[src/rtl/rea_pkg.sv]
// ----------------------------------------------------------------------------
// rea_pkg
// shared widths, register indexes, angle constants and the result word type
// ----------------------------------------------------------------------------
`default_nettype none

package rea_pkg;

    localparam int RAW_W    = 16;
    localparam int POS_W    = 12;
    localparam int FLAG_W   = 4;
    localparam int DEG_W    = 9;
    localparam int CYC_W    = 7;
    localparam int PP_W     = 7;
    localparam int OFF_W    = 9;
    localparam int CFG_W    = 9;
    localparam int CFG_IDX_W = 1;
    localparam int SUM_W    = 11;
    localparam int TDATA_W  = 40;
    localparam int TUSER_W  = 4;
    localparam int DATA_BITS = POS_W + DEG_W + CYC_W + DEG_W;

    localparam logic [CFG_IDX_W-1:0] REG_POLE_PAIRS   = 1'b0;
    localparam logic [CFG_IDX_W-1:0] REG_ANGLE_OFFSET = 1'b1;

    localparam logic [DEG_W-1:0] DEG_MAX   = 9'd359;
    localparam logic [SUM_W-1:0] DEG_MOD   = 11'd360;
    localparam logic [SUM_W-1:0] DEG_MOD2  = 11'd720;
    localparam logic [SUM_W-1:0] DEG_MOD3  = 11'd1080;
    // 359 + 359 + 720, folded with the offset at write time
    localparam logic [SUM_W-1:0] CORR_BASE = 11'd1438;

    typedef struct packed {
        logic [FLAG_W-1:0] status_flags;
        logic [DEG_W-1:0]  corrected_degree;
        logic [CYC_W-1:0]  cycle_index;
        logic [DEG_W-1:0]  electrical_degree;
        logic [POS_W-1:0]  position;
    } rea_result_t;

endpackage

`default_nettype wire

[src/rtl/rea_span_calc.sv]
// ----------------------------------------------------------------------------
// rea_span_calc
// works out the span per pole pair, one quotient bit per cycle
// ----------------------------------------------------------------------------
`default_nettype none

module rea_span_calc
    import rea_pkg::*;
#(
    parameter int FULL_SCALE = 4095,
    parameter int SPAN_W     = 12
) (
    input  wire logic              aclk,
    input  wire logic              aresetn,
    input  wire logic              load,
    input  wire logic [PP_W-1:0]   pp_in,
    output logic                   busy,
    output logic [SPAN_W-1:0]      span
);

    localparam int CNT_W = $clog2(SPAN_W + 1);

    logic              busy_reg;
    logic [CNT_W-1:0]  cnt_reg;
    logic [PP_W-1:0]   pp_reg;
    logic [PP_W-1:0]   rem_reg;
    logic [SPAN_W-1:0] dvd_reg;
    logic [SPAN_W-1:0] q_reg;
    logic [SPAN_W-1:0] span_reg;

    logic [PP_W:0]     trial;
    logic              ge;
    logic [PP_W-1:0]   rem_next;
    logic [SPAN_W-1:0] q_next;

    always_comb begin
        trial    = {rem_reg, dvd_reg[SPAN_W-1]};
        ge       = trial >= {1'b0, pp_reg};
        rem_next = ge ? PP_W'(trial - {1'b0, pp_reg}) : trial[PP_W-1:0];
        q_next   = SPAN_W'({q_reg, ge});
    end

    always_ff @(posedge aclk) begin
        if (!aresetn) begin
            busy_reg <= 1'b0;
            cnt_reg  <= '0;
            span_reg <= SPAN_W'(FULL_SCALE);
        end else if (load) begin
            busy_reg <= 1'b1;
            cnt_reg  <= CNT_W'(SPAN_W);
        end else if (busy_reg) begin
            cnt_reg <= cnt_reg - CNT_W'(1);
            if (cnt_reg == CNT_W'(1)) begin
                busy_reg <= 1'b0;
                span_reg <= q_next;
            end
        end
    end

    always_ff @(posedge aclk) begin
        if (load) begin
            // zero pole pairs counts as one
            pp_reg  <= (pp_in == '0) ? PP_W'(1) : pp_in;
            rem_reg <= '0;
            dvd_reg <= SPAN_W'(FULL_SCALE);
            q_reg   <= '0;
        end else if (busy_reg) begin
            rem_reg <= rem_next;
            dvd_reg <= dvd_reg << 1;
            q_reg   <= q_next;
        end
    end

    assign busy = busy_reg;
    assign span = span_reg;

endmodule

`default_nettype wire

[src/rtl/rea_div_pipe.sv]
// ----------------------------------------------------------------------------
// rea_div_pipe
// restoring divider, one quotient bit per pipeline stage, side word rides along
// ----------------------------------------------------------------------------
`default_nettype none

module rea_div_pipe #(
    parameter int REM_W  = 12,
    parameter int Q_W    = 12,
    parameter int SIDE_W = 16
) (
    input  wire logic              aclk,
    input  wire logic              aresetn,
    input  wire logic              en,
    input  wire logic              in_valid,
    input  wire logic [REM_W-1:0]  in_rem,
    input  wire logic [Q_W-1:0]    in_dvd,
    input  wire logic [SIDE_W-1:0] in_side,
    input  wire logic [REM_W-1:0]  divisor,
    output logic                   out_valid,
    output logic [Q_W-1:0]         out_q,
    output logic [REM_W-1:0]       out_rem,
    output logic [SIDE_W-1:0]      out_side
);

    logic              valid_reg [Q_W];
    logic [REM_W-1:0]  rem_reg   [Q_W];
    logic [Q_W-1:0]    dvd_reg   [Q_W];
    logic [Q_W-1:0]    q_reg     [Q_W];
    logic [SIDE_W-1:0] side_reg  [Q_W];

    for (genvar i = 0; i < Q_W; i++) begin : g_stage
        logic              v_src;
        logic [REM_W-1:0]  rem_src;
        logic [Q_W-1:0]    dvd_src;
        logic [Q_W-1:0]    q_src;
        logic [SIDE_W-1:0] side_src;
        logic [REM_W:0]    trial;
        logic              ge;
        logic [REM_W-1:0]  rem_next;
        logic [Q_W-1:0]    q_next;

        if (i == 0) begin : g_first
            assign v_src    = in_valid;
            assign rem_src  = in_rem;
            assign dvd_src  = in_dvd;
            assign q_src    = '0;
            assign side_src = in_side;
        end else begin : g_next
            assign v_src    = valid_reg[i-1];
            assign rem_src  = rem_reg[i-1];
            assign dvd_src  = dvd_reg[i-1];
            assign q_src    = q_reg[i-1];
            assign side_src = side_reg[i-1];
        end

        always_comb begin
            trial    = {rem_src, dvd_src[Q_W-1]};
            ge       = trial >= {1'b0, divisor};
            rem_next = ge ? REM_W'(trial - {1'b0, divisor}) : trial[REM_W-1:0];
            q_next   = Q_W'({q_src, ge});
        end

        always_ff @(posedge aclk) begin
            if (!aresetn) begin
                valid_reg[i] <= 1'b0;
            end else if (en) begin
                valid_reg[i] <= v_src;
            end
        end

        always_ff @(posedge aclk) begin
            if (en) begin
                rem_reg[i]  <= rem_next;
                dvd_reg[i]  <= dvd_src << 1;
                q_reg[i]    <= q_next;
                side_reg[i] <= side_src;
            end
        end
    end

    assign out_valid = valid_reg[Q_W-1];
    assign out_q     = q_reg[Q_W-1];
    assign out_rem   = rem_reg[Q_W-1];
    assign out_side  = side_reg[Q_W-1];

endmodule

`default_nettype wire

[src/rtl/rea_out_buf.sv]
// ----------------------------------------------------------------------------
// rea_out_buf
// output register plus skid entry, holds the pipeline only when both are full
// ----------------------------------------------------------------------------
`default_nettype none

module rea_out_buf
    import rea_pkg::*;
(
    input  wire logic        aclk,
    input  wire logic        aresetn,
    input  wire logic        in_valid,
    input  wire rea_result_t in_data,
    output logic             in_ready,
    output logic             out_valid,
    output rea_result_t      out_data,
    input  wire logic        out_ready
);

    logic        out_valid_reg;
    rea_result_t out_data_reg;
    logic        skid_valid_reg;
    rea_result_t skid_data_reg;
    logic        take;
    logic        drain;

    assign take  = in_valid && !skid_valid_reg;
    assign drain = !out_valid_reg || out_ready;

    always_ff @(posedge aclk) begin
        if (!aresetn) begin
            out_valid_reg  <= 1'b0;
            skid_valid_reg <= 1'b0;
        end else if (drain) begin
            out_valid_reg  <= skid_valid_reg || take;
            skid_valid_reg <= 1'b0;
        end else if (take) begin
            skid_valid_reg <= 1'b1;
        end
    end

    always_ff @(posedge aclk) begin
        if (drain) begin
            out_data_reg <= skid_valid_reg ? skid_data_reg : in_data;
        end else if (take) begin
            skid_data_reg <= in_data;
        end
    end

    assign in_ready  = !skid_valid_reg;
    assign out_valid = out_valid_reg;
    assign out_data  = out_data_reg;

endmodule

`default_nettype wire

[src/rtl/resolver_electrical_angle.sv]
// ----------------------------------------------------------------------------
// resolver_electrical_angle
// resolver word to electrical and offset-corrected angle, fully pipelined
// ----------------------------------------------------------------------------
// Takes one word per cycle while s_tready is high and returns one result
// word per input word, in order, after 12 stages dividing position by span,
// one multiply stage, 9 stages for the degree quotient, one angle stage and
// one output register. After a pole_pairs write, s_tready stays low while
// the span divider in rea_span_calc shifts out one bit per cycle. A stalled
// m_tready is absorbed by an output register and one skid entry.
`default_nettype none

module resolver_electrical_angle
    import rea_pkg::*;
#(
    parameter int POSITION_FULL_SCALE = 4095
) (
    input  wire logic                 aclk,
    input  wire logic                 aresetn,
    input  wire logic                 s_tvalid,
    output logic                      s_tready,
    input  wire logic [RAW_W-1:0]     s_tdata,   // raw_word
    output logic                      m_tvalid,
    input  wire logic                 m_tready,
    // position, electrical_degree, cycle_index, corrected_degree, zero pad
    output logic [TDATA_W-1:0]        m_tdata,
    output logic [TUSER_W-1:0]        m_tuser,   // status_flags
    input  wire logic                 cfg_we,
    input  wire logic [CFG_IDX_W-1:0] cfg_index,
    input  wire logic [CFG_W-1:0]     cfg_wdata
);

    localparam int SPAN_W  = $clog2(POSITION_FULL_SCALE + 1);
    localparam int PROD_W  = SPAN_W + DEG_W;
    localparam int SIDE1_W = RAW_W;
    localparam int SIDE2_W = RAW_W + CYC_W;

    logic               en;
    logic               busy;
    logic [SPAN_W-1:0]  span;
    logic [SUM_W-1:0]   base_reg;
    logic               in_fire;

    logic               d1_valid;
    logic [POS_W-1:0]   d1_q;
    logic [SPAN_W-1:0]  d1_rem;
    logic [SIDE1_W-1:0] d1_side;

    logic               mul_valid_reg;
    logic [PROD_W-1:0]  prod_reg;
    logic [SIDE2_W-1:0] mul_side_reg;

    logic               d2_valid;
    logic [DEG_W-1:0]   d2_q;
    logic [SIDE2_W-1:0] d2_side;

    logic [SUM_W-1:0]   sum;
    logic [DEG_W-1:0]   corr;
    logic               res_valid_reg;
    rea_result_t        res_reg;
    rea_result_t        res_out;

    rea_span_calc #(
        .FULL_SCALE (POSITION_FULL_SCALE),
        .SPAN_W     (SPAN_W)
    ) u_span (
        .aclk    (aclk),
        .aresetn (aresetn),
        .load    (cfg_we && cfg_index == REG_POLE_PAIRS),
        .pp_in   (cfg_wdata[PP_W-1:0]),
        .busy    (busy),
        .span    (span)
    );

    always_ff @(posedge aclk) begin
        if (!aresetn) begin
            base_reg <= CORR_BASE;
        end else if (cfg_we && cfg_index == REG_ANGLE_OFFSET) begin
            base_reg <= CORR_BASE - SUM_W'(cfg_wdata[OFF_W-1:0]);
        end
    end

    assign s_tready = en && !busy;
    assign in_fire  = s_tvalid && s_tready;

    // cycle index and position within the span
    rea_div_pipe #(
        .REM_W  (SPAN_W),
        .Q_W    (POS_W),
        .SIDE_W (SIDE1_W)
    ) u_div_pos (
        .aclk      (aclk),
        .aresetn   (aresetn),
        .en        (en),
        .in_valid  (in_fire),
        .in_rem    ('0),
        .in_dvd    (s_tdata[RAW_W-1:FLAG_W]),
        .in_side   (s_tdata),
        .divisor   (span),
        .out_valid (d1_valid),
        .out_q     (d1_q),
        .out_rem   (d1_rem),
        .out_side  (d1_side)
    );

    always_ff @(posedge aclk) begin
        if (!aresetn) begin
            mul_valid_reg <= 1'b0;
        end else if (en) begin
            mul_valid_reg <= d1_valid;
        end
    end

    always_ff @(posedge aclk) begin
        if (en) begin
            prod_reg     <= PROD_W'(d1_rem) * PROD_W'(DEG_MAX);
            mul_side_reg <= {d1_q[CYC_W-1:0], d1_side};
        end
    end

    // quotient stays below 359, so the upper product bits start as remainder
    rea_div_pipe #(
        .REM_W  (SPAN_W),
        .Q_W    (DEG_W),
        .SIDE_W (SIDE2_W)
    ) u_div_deg (
        .aclk      (aclk),
        .aresetn   (aresetn),
        .en        (en),
        .in_valid  (mul_valid_reg),
        .in_rem    (prod_reg[PROD_W-1:DEG_W]),
        .in_dvd    (prod_reg[DEG_W-1:0]),
        .in_side   (mul_side_reg),
        .divisor   (span),
        .out_valid (d2_valid),
        .out_q     (d2_q),
        .out_rem   (),
        .out_side  (d2_side)
    );

    always_comb begin
        sum = base_reg - SUM_W'(d2_q);
        priority if (sum >= DEG_MOD3) begin
            corr = DEG_W'(sum - DEG_MOD3);
        end else if (sum >= DEG_MOD2) begin
            corr = DEG_W'(sum - DEG_MOD2);
        end else if (sum >= DEG_MOD) begin
            corr = DEG_W'(sum - DEG_MOD);
        end else begin
            corr = DEG_W'(sum);
        end
    end

    always_ff @(posedge aclk) begin
        if (!aresetn) begin
            res_valid_reg <= 1'b0;
        end else if (en) begin
            res_valid_reg <= d2_valid;
        end
    end

    always_ff @(posedge aclk) begin
        if (en) begin
            res_reg.position          <= d2_side[RAW_W-1:FLAG_W];
            res_reg.status_flags      <= d2_side[FLAG_W-1:0];
            res_reg.cycle_index       <= d2_side[SIDE2_W-1:RAW_W];
            res_reg.electrical_degree <= DEG_MAX - d2_q;
            res_reg.corrected_degree  <= corr;
        end
    end

    rea_out_buf u_out (
        .aclk      (aclk),
        .aresetn   (aresetn),
        .in_valid  (res_valid_reg),
        .in_data   (res_reg),
        .in_ready  (en),
        .out_valid (m_tvalid),
        .out_data  (res_out),
        .out_ready (m_tready)
    );

    assign m_tdata = {(TDATA_W - DATA_BITS)'(0), res_out.corrected_degree,
                      res_out.cycle_index, res_out.electrical_degree, res_out.position};
    assign m_tuser = res_out.status_flags;

endmodule

`default_nettype wire

[config.mk]
export PLATFORM = sky130hd
export DESIGN_NAME = resolver_electrical_angle
export DESIGN_NICKNAME = d
export VERILOG_FILES = /design/src/rtl/rea_pkg.sv /design/src/rtl/rea_span_calc.sv /design/src/rtl/rea_div_pipe.sv /design/src/rtl/rea_out_buf.sv /design/src/rtl/resolver_electrical_angle.sv
export SDC_FILE = /design/constraint.sdc
export NUM_CORES = 2
export LEC_CHECK = 0
export BUFFER_PORTS_ARGS = -buffer_cell sky130_fd_sc_hd__buf_2
export CAP_MARGIN = 0
export CORE_MARGIN = 2
export CORE_UTILIZATION = 40
export CTS_CLUSTER_DIAMETER = 150
export DETAILED_ROUTE_END_ITERATION = 10
export GPL_TIMING_DRIVEN = 0
export PLACE_DENSITY = 0.54
export SYNTH_ARGS = -nofsm -noshare
export SYNTH_HDL_FRONTEND = slang
export SYNTH_SLANG_ARGS = --single-unit
[constraint.sdc]
create_clock -name aclk -period 17.35 [get_ports aclk]
set_input_delay 0.8675 -clock aclk [delete_from_list [all_inputs] [get_ports aclk]]
set_output_delay 0.8675 -clock aclk [all_outputs]
set_load 0.05 [all_outputs]
==> results_dict.tcl <==
set metrics [dict create \
    status "finished clean" \
    n_fill_cell 10400 \
    synth.cell_area_um2 47400 \
    largest_reg_flops 207 \
    vias_per_cell 5.03 \
    port_buffers 72 \
    grt-ovfl-total 0 \
    start_kind "register" \
    path_max_fanout 5 \
    endpoint "prod_reg[20]" \
    power_frac_clock_pct 32.3 \
    worst_slack_ns 12.61 \
    hold_viol 0 \
    ios 77 \
    gp_congestion 0.806 \
    synth_cell_types 82 \
    endpoint_kind "register" \
    cp-startpoint "u_div_pos.rem_reg[2][39]" \
    grt_pass1_vias 25600 \
    rrSetupSlack_ns 12.61 \
    cts_resized 0 \
    p_total_uw 7210 \
    p_sw_share_pct 27.8 \
    drcViolationCount 0 \
    pwr-share-comb_pct 22.6 \
    cap_violations 0 \
    worst_pin_slew_ns 1.05 \
    clk-insertion-delay-late_ns 0.69 \
    antenna_found_initial 0 \
    dp_slack_ns 12.58 \
    vias 26200 \
    async_flop_share_pct 0 \
    ys_seq_area_share_pct 62.3 \
    cp_data_required_time_ns 17.78 \
    ctsHoldBuffers 0 \
    maxSlewViolCount 0 \
    max_stage_delay_ns 0.53 \
    worstSetupPathType "reg -> reg" \
    dp_cells 5000 \
    reg2reg_depth 16 \
    setup_violations 0 \
    worstHoldPathType "in -> reg" \
    drt_wl_total_mm 87.0 \
    drtIter0Drc 1548 \
    cts_buffers 111 \
    cp_cell_sequence "ha_1 -> inv_1 -> fa_1 -> inv_1 -> fa_1 -> inv_1 -> fa_1 -> inv_1 -> ha_1 -> or3_1 -> nand4_1 -> nand3_1 -> o211a_1 -> o21a_1 -> o2111a_1 -> a211o_1" \
    p_leak_uw 0.0224 \
    r2r_end "prod_reg[20]" \
    power_density_nw_per_um2 133 \
    synthesis.instances 3356 \
    synth_enable_flop_cells 941 \
    p_int_uw 5210 \
    arrival_ns 5.17 \
    slew_headroom_pct 30.0 \
    grt_setup_unrepaired "no" \
    cts_buffer_depth 3 \
    ys.flop_type "edfxtp_1" \
    coreArea_um2 118000 \
    initial_utilization_pct 40.3 \
    ys_warn_count 0 \
    worst_clock_skew_ns 0.0182 \
    p_seq_share_pct 45.1 \
    track_usage_pct 14.4 \
    ant_nets 0 \
    nNetsFinal 3994 \
    cts_sinks 1005 \
    ir_worst_vdd_mv 0.0921 \
    cp_slowest_cell "fa_1" \
    grt_pass1_wl_mm 139 \
    layout_min_cycle_time_ns 4.74 \
    die_h_um 348 \
    clockRootBuffer "clkbuf_16" \
    drt_first_pass_iters 5 \
    synthToLayoutAreaGrowth_pct 13.9 \
    antenna_cells 0 \
    finalNonFillerCells 5202 \
    switching_power_uw 2010 \
    wl_per_cell_um 16.7 \
    regToRegStartpoint "u_div_pos.rem_reg[2][39]" \
    h-tree-depth 3 \
    fin_hold_ws_ns 0.355 \
    cts_tree "yes" \
    rows 126 \
    cts_setup_buffers 0 \
    dp_hpwl_mm 58.0 \
    yosys_register_bits 1005 \
    fin_crit_sh_pct 27.3 \
    postSynthAreaPerCell_um2 14.1 \
    drive_above_1_share_pct 11.5 \
    path_clk_slew_ns 0.06 \
    die_area_um2 121000 \
    grt_start_max_net_pins 45 \
    fp.dieW_um 348 \
    crit_path_frequent_cell "inv_1" \
    fmax_ghz 0.211 \
]
cell families (layout without fill, tap and decap cells):
logic type      after synthesis  count (layout)  share of synthesized area (%)
buf+inv                     303             611                           2.45
flops                      1005            1005                           62.3
fa+ha+maj                   386             386                           11.1
xor+xnor                    187             187                           3.49
other cells                   1               3                        0.00791
mux                         274             274                           6.32
simple gates                634             634                           6.66
compound gates              566             566                           7.70
cells in the mapped netlist, drive strengths merged (64+ instances only):
cell | number | share of area (%)
a21oi | 159 | 1.7
dfxtp | 64 | 2.7
edfxtp | 941 | 60
ha | 328 | 8.7
inv | 245 | 1.9
mux2 | 202 | 4.8
mux2i | 72 | 1.5
nand2 | 152 | 1.2
nor2 | 149 | 1.2
nor2b | 65 | 0.87
o21ai | 114 | 1.2
xnor2 | 139 | 2.6
metrics by stage:
step | instance area (um2) | util, % | setup TNS (ns)
floorplan | 47400 | - | 0
global placement | 49700 | 42.2 | -2272.29
detailed placement | 50400 | 42.8 | 0
CTS | 54000 | 45.9 | 0
global route | 54000 | 45.9 | 0
finish | 54000 | 45.9 | 0
layout by cell type, fill, tap and decap left out, drive strengths merged, types with 128 or more instances in the layout:
| cell type | instances |
|---|---|
| nand2 | 152 |
| ha | 328 |
| a21oi | 159 |
| xnor2 | 139 |
| clkbuf | 173 |
| mux2 | 202 |
| inv | 249 |
| edfxtp | 941 |
| buf | 128 |
| nor2 | 149 |
power groups by stage:
stage               clock (uW)  sequential (uW)  combinational (uW)
floorplan                    0             3320                1240
global placement             0             3300                1620
detailed placement           0             3310                1630
CTS                       2420             3260                1640
global route              2510             3290                1840
finish                    2330             3250                1630
critical path: cells and delay by family (launching register included):
family | cells | cell delay, ns
flops | 1 | 0.51
simple gates | 3 | 0.62
fa+ha+maj | 5 | 2.19
compound gates | 4 | 0.95
buf+inv | 4 | 0.20
worst min path at each step:
stage | start | to | slack (ns) | cells past startpoint
after floorplan | u_div_pos.side_reg[11][0] | mul_side_reg[0] | 0.40 | 0
after global placement | u_div_deg.side_reg[6][16] | u_div_deg.side_reg[7][16] | 0.40 | 0
after detailed placement | u_div_pos.side_reg[11][0] | mul_side_reg[0] | 0.40 | 0
after CTS | s_tdata[12] | u_div_pos.side_reg[0][12] | 0.29 | 1
after global routing | s_tdata[5] | u_div_pos.side_reg[0][5] | 0.30 | 1
final | s_tdata[13] | u_div_pos.side_reg[0][13] | 0.36 | 1
per-layer routing:
metal | vias up | wire [um] | global-route usage (%)
met3 | 141 | 3010 | 2.45
met5 | - | 0 | 0
li1 | 13000 | - | -
met1 | 12600 | 42400 | 20.3
met2 | 359 | 39200 | 22.8
met4 | 0 | 2380 | 4.52
cell type report:
class / count / area (um2) / share of cell area (%)
clock buffer: 138 / 2960 / 5.48
tap: 1536 / 1920 / 3.56
sequential: 1005 / 29500 / 54.7
inverter: 246 / 927 / 1.72
buffer: 57 / 236 / 0.438
multi-input combinational: 2050 / 16700 / 31.0
timing repair buffer: 106 / 1010 / 1.86
clock inverter: 64 / 697 / 1.29
Note: power is estimated with default switching activity, not from simulation.
